--- src/sv/assert_macros.svh ---
// Assertion macros shared by the scheduler RTL.
`ifndef ASSERT_MACROS_SVH
`define ASSERT_MACROS_SVH

// Same-cycle implication, disabled while reset is asserted.
`define ASSERT_IMP(lbl, clk, rst_n, ante, cons) \
	lbl: assert property (@(posedge clk) disable iff (!(rst_n)) (ante) |-> (cons)) \
		else $error("implication check failed");

// Next-cycle implication, disabled while reset is asserted.
`define ASSERT_NEXT(lbl, clk, rst_n, ante, cons) \
	lbl: assert property (@(posedge clk) disable iff (!(rst_n)) (ante) |=> (cons)) \
		else $error("next-cycle check failed");

`endif

--- src/sv/lds_pkg.sv ---
// Package with constants, types and structs of the LOOK disk scheduler.
package lds_pkg;

	localparam int MaxRequests = 32;
	localparam int AddrW = $clog2(MaxRequests);
	localparam int CountW = $clog2(MaxRequests + 1);
	localparam int CylW = 16;
	localparam int TotalW = 17;
	localparam int KeyW = CylW + AddrW;

	typedef logic [CylW-1:0] cyl_t;
	typedef logic [TotalW-1:0] total_t;
	typedef logic [KeyW-1:0] key_t;
	typedef logic [CountW-1:0] count_t;
	typedef logic [AddrW-1:0] addr_t;

	localparam cyl_t TopReset = cyl_t'(199);

	typedef enum logic [1:0] {
		ST_IDLE,
		ST_SCAN,
		ST_DRAIN,
		ST_DECIDE
	} state_t;

	typedef enum logic {
		REG_HEAD = 1'b0,
		REG_TOP  = 1'b1
	} cfg_reg_t;

	// Control from the sequencer to the candidate picker.
	typedef struct packed {
		logic clear;
		logic vld;
		key_t key;
		logic desc;
		cyl_t head;
		logic have_last;
		key_t last_key;
	} pick_ctl_t;

	// Outcome of one scan.
	typedef struct packed {
		logic found;
		key_t key;
	} pick_res_t;

endpackage

--- src/sv/lds_pick.sv ---
// Candidate picker: keeps the best next request seen during one scan of the store.
module lds_pick (
	input  logic                 clk,
	input  logic                 arst_n,
	input  lds_pkg::pick_ctl_t   ctl,
	output lds_pkg::pick_res_t   res
);
	import lds_pkg::*;

	logic found_q;
	key_t best_q;
	cyl_t value;
	logic in_group;
	logic past_last;
	logic better;
	logic take;

	// Keys are {cylinder, store index}, so equal cylinders still order strictly.
	always_comb begin
		value = ctl.key[KeyW-1:AddrW];
		in_group = ctl.desc ? (value < ctl.head) : (value >= ctl.head);
		past_last = !ctl.have_last ||
			(ctl.desc ? (ctl.key < ctl.last_key) : (ctl.key > ctl.last_key));
		better = !found_q || (ctl.desc ? (ctl.key > best_q) : (ctl.key < best_q));
		take = ctl.vld && in_group && past_last && better;
	end

	always_ff @(posedge clk or negedge arst_n) begin
		if (!arst_n) begin
			found_q <= 1'b0;
		end else if (ctl.clear) begin
			found_q <= 1'b0;
		end else if (take) begin
			found_q <= 1'b1;
		end
	end

	always_ff @(posedge clk) begin
		if (take) begin
			best_q <= ctl.key;
		end
	end

	assign res.found = found_q;
	assign res.key = best_q;

endmodule

--- src/sv/look_disk_scheduler_top.sv ---
// Top level of the LOOK disk scheduler: request store, sequencer and result registers.
// Loading takes one request item per cycle with busy low; the item marked last schedules.
// Each result then takes one scan of the store through the scan, drain and decide states,
// plus one extra scan when the sweep turns.
// Results come on a one-cycle strobe; the receiver cannot stall them.
// Reset clears count, overflow flag, sequencer and registers (head 0, top 199), not the store.
module look_disk_scheduler_top (
	input  logic                clk,
	input  logic                arst_n,
	input  logic                cfg_we,
	input  logic                cfg_index,
	input  lds_pkg::cyl_t       cfg_data,
	input  logic                start,
	output logic                busy,
	input  lds_pkg::cyl_t       request_cylinder,
	input  logic                last_request,
	output logic                result_valid,
	output lds_pkg::cyl_t       from_cylinder,
	output lds_pkg::cyl_t       to_cylinder,
	output lds_pkg::cyl_t       move_distance,
	output lds_pkg::total_t     total_seek,
	output logic                last_move,
	output logic                request_overflow
);
	import lds_pkg::*;

	// Configuration registers, written whenever the write enable is high.
	cyl_t head_q;
	cyl_t top_q;

	// The request store. Only entries below the count are ever used by a scan.
	cyl_t mem [MaxRequests];

	// Batch bookkeeping.
	count_t count_q;
	logic   ovf_q;
	cyl_t   bhead_q;      // head position sampled with the last item
	logic   upper_first_q;

	// Sequencer.
	state_t state_q;
	state_t state_d;
	count_t rd_addr_q;
	count_t emit_cnt_q;
	logic   phase_q;      // 0 while the first sweep runs, 1 after the turn
	logic   have_last_q;
	key_t   last_key_q;
	cyl_t   pos_q;
	total_t total_q;

	// Registered read port of the store.
	cyl_t   rd_data_s1;
	addr_t  rd_idx_s1;
	logic   rd_vld_s1;

	// Result registers.
	logic   strobe_q;
	cyl_t   from_q;
	cyl_t   to_q;
	cyl_t   dist_q;
	total_t total_out_q;
	logic   last_move_q;
	logic   ovf_out_q;

	pick_ctl_t pick_ctl;
	pick_res_t pick_res;

	logic   accept;
	logic   store_full;
	logic   upper_first_d;
	cyl_t   head_gap;
	cyl_t   best_val;
	cyl_t   dist_d;
	logic   batch_done;

	assign accept = start && (state_q == ST_IDLE);
	assign busy = (state_q != ST_IDLE);
	assign store_full = (count_q >= count_t'(MaxRequests));

	// The upper group goes first when the head is at least as far from cylinder 0
	// as from the top cylinder.
	always_comb begin
		head_gap = (head_q >= top_q) ? (head_q - top_q) : (top_q - head_q);
		upper_first_d = (head_q >= head_gap);
	end

	// Configuration writes.
	always_ff @(posedge clk or negedge arst_n) begin
		if (!arst_n) begin
			head_q <= '0;
			top_q <= TopReset;
		end else if (cfg_we) begin
			unique case (cfg_reg_t'(cfg_index))
				REG_HEAD: head_q <= cfg_data;
				REG_TOP:  top_q <= cfg_data;
				default:  head_q <= head_q;
			endcase
		end
	end

	// Store write while loading, registered read while scanning.
	always_ff @(posedge clk) begin
		if (accept && !store_full) begin
			mem[count_q[AddrW-1:0]] <= request_cylinder;
		end
		rd_data_s1 <= mem[rd_addr_q[AddrW-1:0]];
		rd_idx_s1 <= rd_addr_q[AddrW-1:0];
	end

	// The picker walks the current sweep direction: descending for the lower group.
	always_comb begin
		pick_ctl.clear = (state_q == ST_SCAN) && (rd_addr_q == '0);
		pick_ctl.vld = rd_vld_s1;
		pick_ctl.key = {rd_data_s1, rd_idx_s1};
		pick_ctl.desc = (phase_q == upper_first_q);
		pick_ctl.head = bhead_q;
		pick_ctl.have_last = have_last_q;
		pick_ctl.last_key = last_key_q;
	end

	lds_pick u_pick (
		.clk    (clk),
		.arst_n (arst_n),
		.ctl    (pick_ctl),
		.res    (pick_res)
	);

	// Move arithmetic for the chosen request.
	always_comb begin
		best_val = pick_res.key[KeyW-1:AddrW];
		dist_d = (best_val >= pos_q) ? (best_val - pos_q) : (pos_q - best_val);
		batch_done = (emit_cnt_q + count_t'(1) == count_q);
	end

	// Next state. A scan issues n reads, drains the last read, then decides.
	always_comb begin
		state_d = state_q;
		unique case (state_q)
			ST_IDLE: begin
				if (accept && last_request) begin
					state_d = ST_SCAN;
				end
			end
			ST_SCAN: begin
				if (rd_addr_q + count_t'(1) == count_q) begin
					state_d = ST_DRAIN;
				end
			end
			ST_DRAIN: begin
				state_d = ST_DECIDE;
			end
			ST_DECIDE: begin
				if (pick_res.found && batch_done) begin
					state_d = ST_IDLE;
				end else begin
					state_d = ST_SCAN;
				end
			end
			default: state_d = ST_IDLE;
		endcase
	end

	always_ff @(posedge clk or negedge arst_n) begin
		if (!arst_n) begin
			state_q <= ST_IDLE;
		end else begin
			state_q <= state_d;
		end
	end

	// Sequencer datapath and batch bookkeeping.
	always_ff @(posedge clk or negedge arst_n) begin
		if (!arst_n) begin
			count_q <= '0;
			ovf_q <= 1'b0;
			rd_addr_q <= '0;
			rd_vld_s1 <= 1'b0;
			emit_cnt_q <= '0;
			phase_q <= 1'b0;
			have_last_q <= 1'b0;
			upper_first_q <= 1'b0;
			strobe_q <= 1'b0;
		end else begin
			rd_vld_s1 <= (state_q == ST_SCAN);
			strobe_q <= 1'b0;
			unique case (state_q)
				ST_IDLE: begin
					rd_addr_q <= '0;
					if (accept) begin
						if (store_full) begin
							ovf_q <= 1'b1;
						end else begin
							count_q <= count_q + count_t'(1);
						end
						if (last_request) begin
							emit_cnt_q <= '0;
							phase_q <= 1'b0;
							have_last_q <= 1'b0;
							upper_first_q <= upper_first_d;
						end
					end
				end
				ST_SCAN: begin
					rd_addr_q <= rd_addr_q + count_t'(1);
				end
				ST_DRAIN: begin
					rd_addr_q <= '0;
				end
				ST_DECIDE: begin
					rd_addr_q <= '0;
					if (pick_res.found) begin
						strobe_q <= 1'b1;
						have_last_q <= 1'b1;
						emit_cnt_q <= emit_cnt_q + count_t'(1);
						if (batch_done) begin
							count_q <= '0;
							ovf_q <= 1'b0;
						end
					end else begin
						// First sweep exhausted: turn and rescan from the far end.
						phase_q <= 1'b1;
						have_last_q <= 1'b0;
					end
				end
				default: rd_addr_q <= '0;
			endcase
		end
	end

	// Payload registers: no reset needed.
	always_ff @(posedge clk) begin
		if (accept && last_request) begin
			bhead_q <= head_q;
			pos_q <= head_q;
			total_q <= '0;
		end else if (state_q == ST_DECIDE && pick_res.found) begin
			last_key_q <= pick_res.key;
			pos_q <= best_val;
			total_q <= total_q + total_t'(dist_d);
			from_q <= pos_q;
			to_q <= best_val;
			dist_q <= dist_d;
			total_out_q <= total_q + total_t'(dist_d);
			last_move_q <= batch_done;
			ovf_out_q <= ovf_q;
		end
	end

	assign result_valid = strobe_q;
	assign from_cylinder = from_q;
	assign to_cylinder = to_q;
	assign move_distance = dist_q;
	assign total_seek = total_out_q;
	assign last_move = last_move_q;
	assign request_overflow = ovf_out_q;

	`include "assert_macros.svh"

	// A decision that found a request always produces exactly one result strobe.
	`ASSERT_NEXT(a_found_strobes, clk, arst_n, (state_q == ST_DECIDE) && pick_res.found, strobe_q)
	// The final move of a batch leaves the block ready for the next batch.
	`ASSERT_IMP(a_last_idle, clk, arst_n, strobe_q && last_move_q, state_q == ST_IDLE)
	// The stored count never exceeds the store depth.
	`ASSERT_IMP(a_count_cap, clk, arst_n, 1'b1, count_q <= count_t'(MaxRequests))
	// An accepted last item always starts scheduling.
	`ASSERT_NEXT(a_last_starts, clk, arst_n, accept && last_request, busy)
	// While scheduling, the store holds at least one request.
	`ASSERT_IMP(a_busy_nonempty, clk, arst_n, busy, count_q != '0)

endmodule

--- config.mk ---
export PLATFORM = sky130hd
export DESIGN_NAME = look_disk_scheduler_top
export DESIGN_NICKNAME = d
export VERILOG_FILES = /design/src/sv/lds_pkg.sv /design/src/sv/lds_pick.sv /design/src/sv/look_disk_scheduler_top.sv
export VERILOG_INCLUDE_DIRS = /design/src /design/src/sv
export SDC_FILE = /design/constraint.sdc
export NUM_CORES = 1
export LEC_CHECK = 0
export BUFFER_PORTS_ARGS = -buffer_cell sky130_fd_sc_hd__buf_2
export CAP_MARGIN = 20
export CORE_ASPECT_RATIO = 1.75
export CORE_MARGIN = 1.5
export CORE_UTILIZATION = 30
export DETAILED_ROUTE_END_ITERATION = 7
export SLEW_MARGIN = 20
export SYNTH_ARGS = -nofsm -noshare
export SYNTH_HDL_FRONTEND = slang
export SYNTH_SLANG_ARGS = --single-unit
--- constraint.sdc ---
create_clock -name clk -period 5.3 [get_ports clk]
set_clock_uncertainty 0.15 [all_clocks]
set_input_delay 1.06 -clock clk [delete_from_list [all_inputs] [get_ports clk]]
set_output_delay 1.06 -clock clk [all_outputs]
set_load 0.01 [all_outputs]
==> results.md <==
Power:
- The power per cell area is 519 nW/um2.
- The peak supply drop is 0.000249 V.
- For this design the static power due to leakage is 13.3 nW.
- The completed layout was analyzed and its total power is 0.0195 W.

Logic synthesis:
- After synthesis, the cell types taking the most area are sky130_fd_sc_hd__edfxtp_1 58%, sky130_fd_sc_hd__mux4_2 11%, sky130_fd_sc_hd__ha_1 6.1%.
- The number of unique standard cell types used by synthesis is 68.
- Sequential cells were found to cover 65.2% of the synthesized design area.
- The number of nets in the synthesized netlist is 2,252.
- The number of synthesized register bits is 734.
- The area share of the largest cell type after synthesis is 58.4%.
- The summed instance area of the synthesized netlist is 32,800 um2.
- The count of mapped cells out of synthesis is 2,048.
- The most common cell in the synthesized netlist is sky130_fd_sc_hd__edfxtp_1.
- The most used flip-flop cell after synthesis is sky130_fd_sc_hd__edfxtp_1.
- Yosys mapped a number of flops with a built-in enable equal to 637.
- Summed over all instances, the cell type with the most area after synthesis is sky130_fd_sc_hd__edfxtp_1.
- The share of flip-flops with an asynchronous set or reset after synthesis is 8.04%.
- The average cell area after synthesis is 16.0 um2.
- The total number of yosys warnings is 0.
- The commonest cells after synthesis are 637 x sky130_fd_sc_hd__edfxtp_1, 161 x sky130_fd_sc_hd__ha_1, 160 x sky130_fd_sc_hd__mux4_2.

Clock network:
- The CTS tree is yes.
- The number of sinks on the clock net is 734.
- The clock tree synthesis step divided the H-tree into 3 levels.
- The worst-skew pair later-pin latency is 0.66 ns.
- In this run the clock root is driven by a sky130_fd_sc_hd__clkbuf_16.
- Counting the buffers created by CTS gives 66.
- The clock-pin slew on the worst setup and hold paths is 0.06 ns.
- The maximum clock path buffer count is 3.

Placement:
- The final estimated routing congestion in global placement is 0.927.
- The number of buffer cells added on primary ports is 106.
- Once detailed placement completed, the half-perimeter wirelength came to 54,600 um.

Routing:
- The detailed-route wire length is 76,300 um.
- The remaining design rule violation count is 0.
- The detailed-route vias per instance is 4.82.
- The routed layout has 17,900 vias.
- The count of nets left with antenna violations once routing finished came out at 0.
- The first detailed-routing pass ran for 5 iterations.
- The DRC marker count from the first detailed-route iteration is 1,041.
- The average routed wire per standard cell is 20.6 um.

Die:
- The initial utilization of the core area, before any placement, comes to 30.2%.
- The area of the core is 109,000 um2.
- The site row count is 160.
- For this design the top-level I/O count stands at 107.
- The die span in y is 440 um.
- The die covers 111,000 um2.
- In this run the horizontal extent of the chip is 253 um.

STA:
- At the pin with the least slew margin, the transition time is 1.07 ns.
- The total setup violations reported at the end of the flow is 0.
- The worst hold slack after final layout is 0.284 ns.
- The total negative slack is 0 ns.
- The minimum clock period is 5.02 ns.
- The maximum achievable frequency is 0.199 GHz.
- The worst pin sits at a relative slew slack of 28.6%.
- The final number of max-transition violations is 0.
- The part of the cycle the worst path needs is 94.8%.
- The hold violation total from the final report is 0.

Layout:
- In the final design database the tool counted 2,405 nets.
- The area overhead of the layout relative to synthesis is 14.7%.
- The filler cells instantiated in the layout total 10,400.
- The share of layout cells above drive strength 1 is 22.5%.

Global routing:
- The global-route wire length before repair is 116,000 um.
- The via count of the first global-routing pass is 19,200.
- The largest net degree at the start of global routing is 70.
- The total global-route track usage is 13.8%.
- The number of antenna violations at the first check in global routing is 13.
- The sum of overflow across all layers after global routing is 0.

Critical path:
- Data arrives at the worst endpoint at 5.44 ns.
- The number of buffers and inverters on the critical path is 4.
- The signal on the critical path passes through inv_2 > ha_2 > inv_1 > fa_2 > a211oi_4 > o211ai_1 > nand2_1 > o21ai_1 > o211ai_1 > a21oi_4 > buf_8 > mux2i_1 > xor2_1 > ha_1 > and3_1 > a21oi_1 > o31ai_2 > o41ai_2 > buf_4 > o21ai_2 > a2111oi_2 > a31oi_1 > o22ai_1.
- The cell family contributing the most delay on the critical path is compound AO/OA/AOI/OAI gates.
- The category of the most critical setup path is reg2reg.
- The worst setup path is captured at a flip-flop.
- The most numerous cell type found on the critical path is sky130_fd_sc_hd__o211ai_1.
- The largest stage delay on the critical path is 0.39 ns.
- The data required time at the worst endpoint is 5.71 ns.
- Along the worst path, the maximum fanout reaches 6.
- The worst setup path is launched from a flip-flop.
- Among all stages on the critical path, the largest delay is contributed by sky130_fd_sc_hd__edfxtp_1.

Status:
- The flow ran to the end, and the final reports show no timing, DRC or antenna violations.

Worst hold path:
- The tightest min-delay check is of the reg2reg type.

Flow run:
- The tool flagged a number of max-cap violations equal to 0.
==> final cells by class <==
type                            count  area [um2]  share of cell area [%]
Clock buffer                       78        1710                    4.55
Tap cell                         1458        1820                    4.85
Multi-Input combinational cell   1082       10500                    28.0
Sequential cell                   734       21400                    56.9
Inverter                          145         546                    1.45
Timing Repair Buffer              172        1070                    2.85
Clock inverter                     40         523                    1.39
Antenna cell                        3        7.51                  0.0200
==> final timing paths <==
| check | cells past startpoint | endpoint | slack, ns | startpoint |
|---|---|---|---|---|
| min reg2reg | 0 | u_pick.best_q[0] | 0.28 | rd_idx_s1[0] |
| max | 23 | total_q[15] | 0.28 | u_pick.best_q[5] |
| max reg2reg | 23 | total_q[15] | 0.28 | u_pick.best_q[5] |
| min | 0 | u_pick.best_q[0] | 0.28 | rd_idx_s1[0] |
| min in group asynchronous | 1 | top_q[13] | 0.40 | arst_n |
| max in group asynchronous | 2 | rd_addr_q[3] | 3.66 | arst_n |
==> registers in the layout, summed over array words and instances (netlist names), 2 cells and up <==
signal,flops
bhead_q,16
count_q,6
emit_cnt_q,6
from_cylinder,16
head_q,16
last_key_q,21
mem,512
move_distance,16
pos_q,16
rd_addr_q,6
rd_data_s1,16
rd_idx_s1,5
state_q,2
top_q,16
total_q,17
total_seek,17
u_pick.best_q,21
==> per-layer routing <==
| metal | global-route usage (%) | vias to the layer above | part of all wire, % |
|---|---|---|---|
| li1 | - | 8170 | - |
| met1 | 13.6 | 9184 | 35 |
| met2 | 27.4 | 371 | 57 |
| met3 | 2.44 | 155 | 3.8 |
| met4 | 6.01 | 14 | 4.0 |
| met5 | 0 | - | 0.11 |
==> power breakdown <==
| part | switching [W] | internal (W) | total, W |
|---|---|---|---|
| clock network | 0.00220 | 0.00279 | 0.00499 |
| logic | 0.00367 | 0.00314 | 0.00681 |
| registers | 0.000574 | 0.00712 | 0.00769 |
==> logic make-up after synthesis <==
| family | count (synthesis) | share of synthesized area, % |
|---|---|---|
| adder cells (fa/ha/maj) | 166 | 6.46 |
| AND/OR/NAND/NOR | 321 | 4.52 |
| multiplexers | 219 | 12.9 |
| XOR/XNOR | 62 | 1.70 |
| buffers and inverters | 232 | 2.90 |
| AO/OA/AOI/OAI | 314 | 6.24 |
| flip-flops | 734 | 65.2 |
==> cell usage in the layout (no fill, tap or decap), types with 6 or more instances in the layout <==
master / count
sky130_fd_sc_hd__a211oi_1: 9
sky130_fd_sc_hd__a21o_1: 41
sky130_fd_sc_hd__a21oi_1: 74
sky130_fd_sc_hd__a22o_1: 11
sky130_fd_sc_hd__a31oi_1: 12
sky130_fd_sc_hd__and3_1: 10
sky130_fd_sc_hd__buf_2: 106
sky130_fd_sc_hd__buf_4: 62
sky130_fd_sc_hd__bufinv_16: 9
sky130_fd_sc_hd__clkbuf_1: 10
sky130_fd_sc_hd__clkbuf_16: 66
sky130_fd_sc_hd__clkinv_1: 9
sky130_fd_sc_hd__clkinv_2: 11
sky130_fd_sc_hd__dfrtp_1: 51
sky130_fd_sc_hd__dfxtp_1: 38
sky130_fd_sc_hd__edfxtp_1: 637
sky130_fd_sc_hd__ha_1: 160
sky130_fd_sc_hd__inv_1: 141
sky130_fd_sc_hd__mux2_2: 36
sky130_fd_sc_hd__mux2i_1: 23
sky130_fd_sc_hd__mux4_2: 160
sky130_fd_sc_hd__nand2_1: 99
sky130_fd_sc_hd__nand2b_1: 11
sky130_fd_sc_hd__nand3_1: 22
sky130_fd_sc_hd__nand4_1: 17
sky130_fd_sc_hd__nor2_1: 95
sky130_fd_sc_hd__nor2b_1: 14
sky130_fd_sc_hd__nor3_1: 25
sky130_fd_sc_hd__o211ai_1: 7
sky130_fd_sc_hd__o21a_1: 19
sky130_fd_sc_hd__o21ai_0: 74
sky130_fd_sc_hd__o21bai_1: 8
sky130_fd_sc_hd__or2_2: 6
sky130_fd_sc_hd__xnor2_1: 32
sky130_fd_sc_hd__xor2_1: 29
==> metrics by stage <==
step	cells	setup slack, ns	utilization (%)	area, um2
final	3712	0.276	34.6	37600
after global routing	3709	-0.00721	34.6	37600
after CTS	3702	0.0797	34.5	37500
after detailed placement	3584	-0.181	32.4	35200
after global placement	3584	-0.120	32.4	35200
after floorplan	2048	0.456	-	32800
==> timing repair <==
item / in CTS / in global routing
gates cloned: 0 / 0
endpoints found under the setup margin: 5 / 9
pin swaps: 0 / 7
resized for setup: 4 / 17
hold buffers: 0 / 0
setup buffers: 0 / 7
Power figures use the tool's default switching activity.
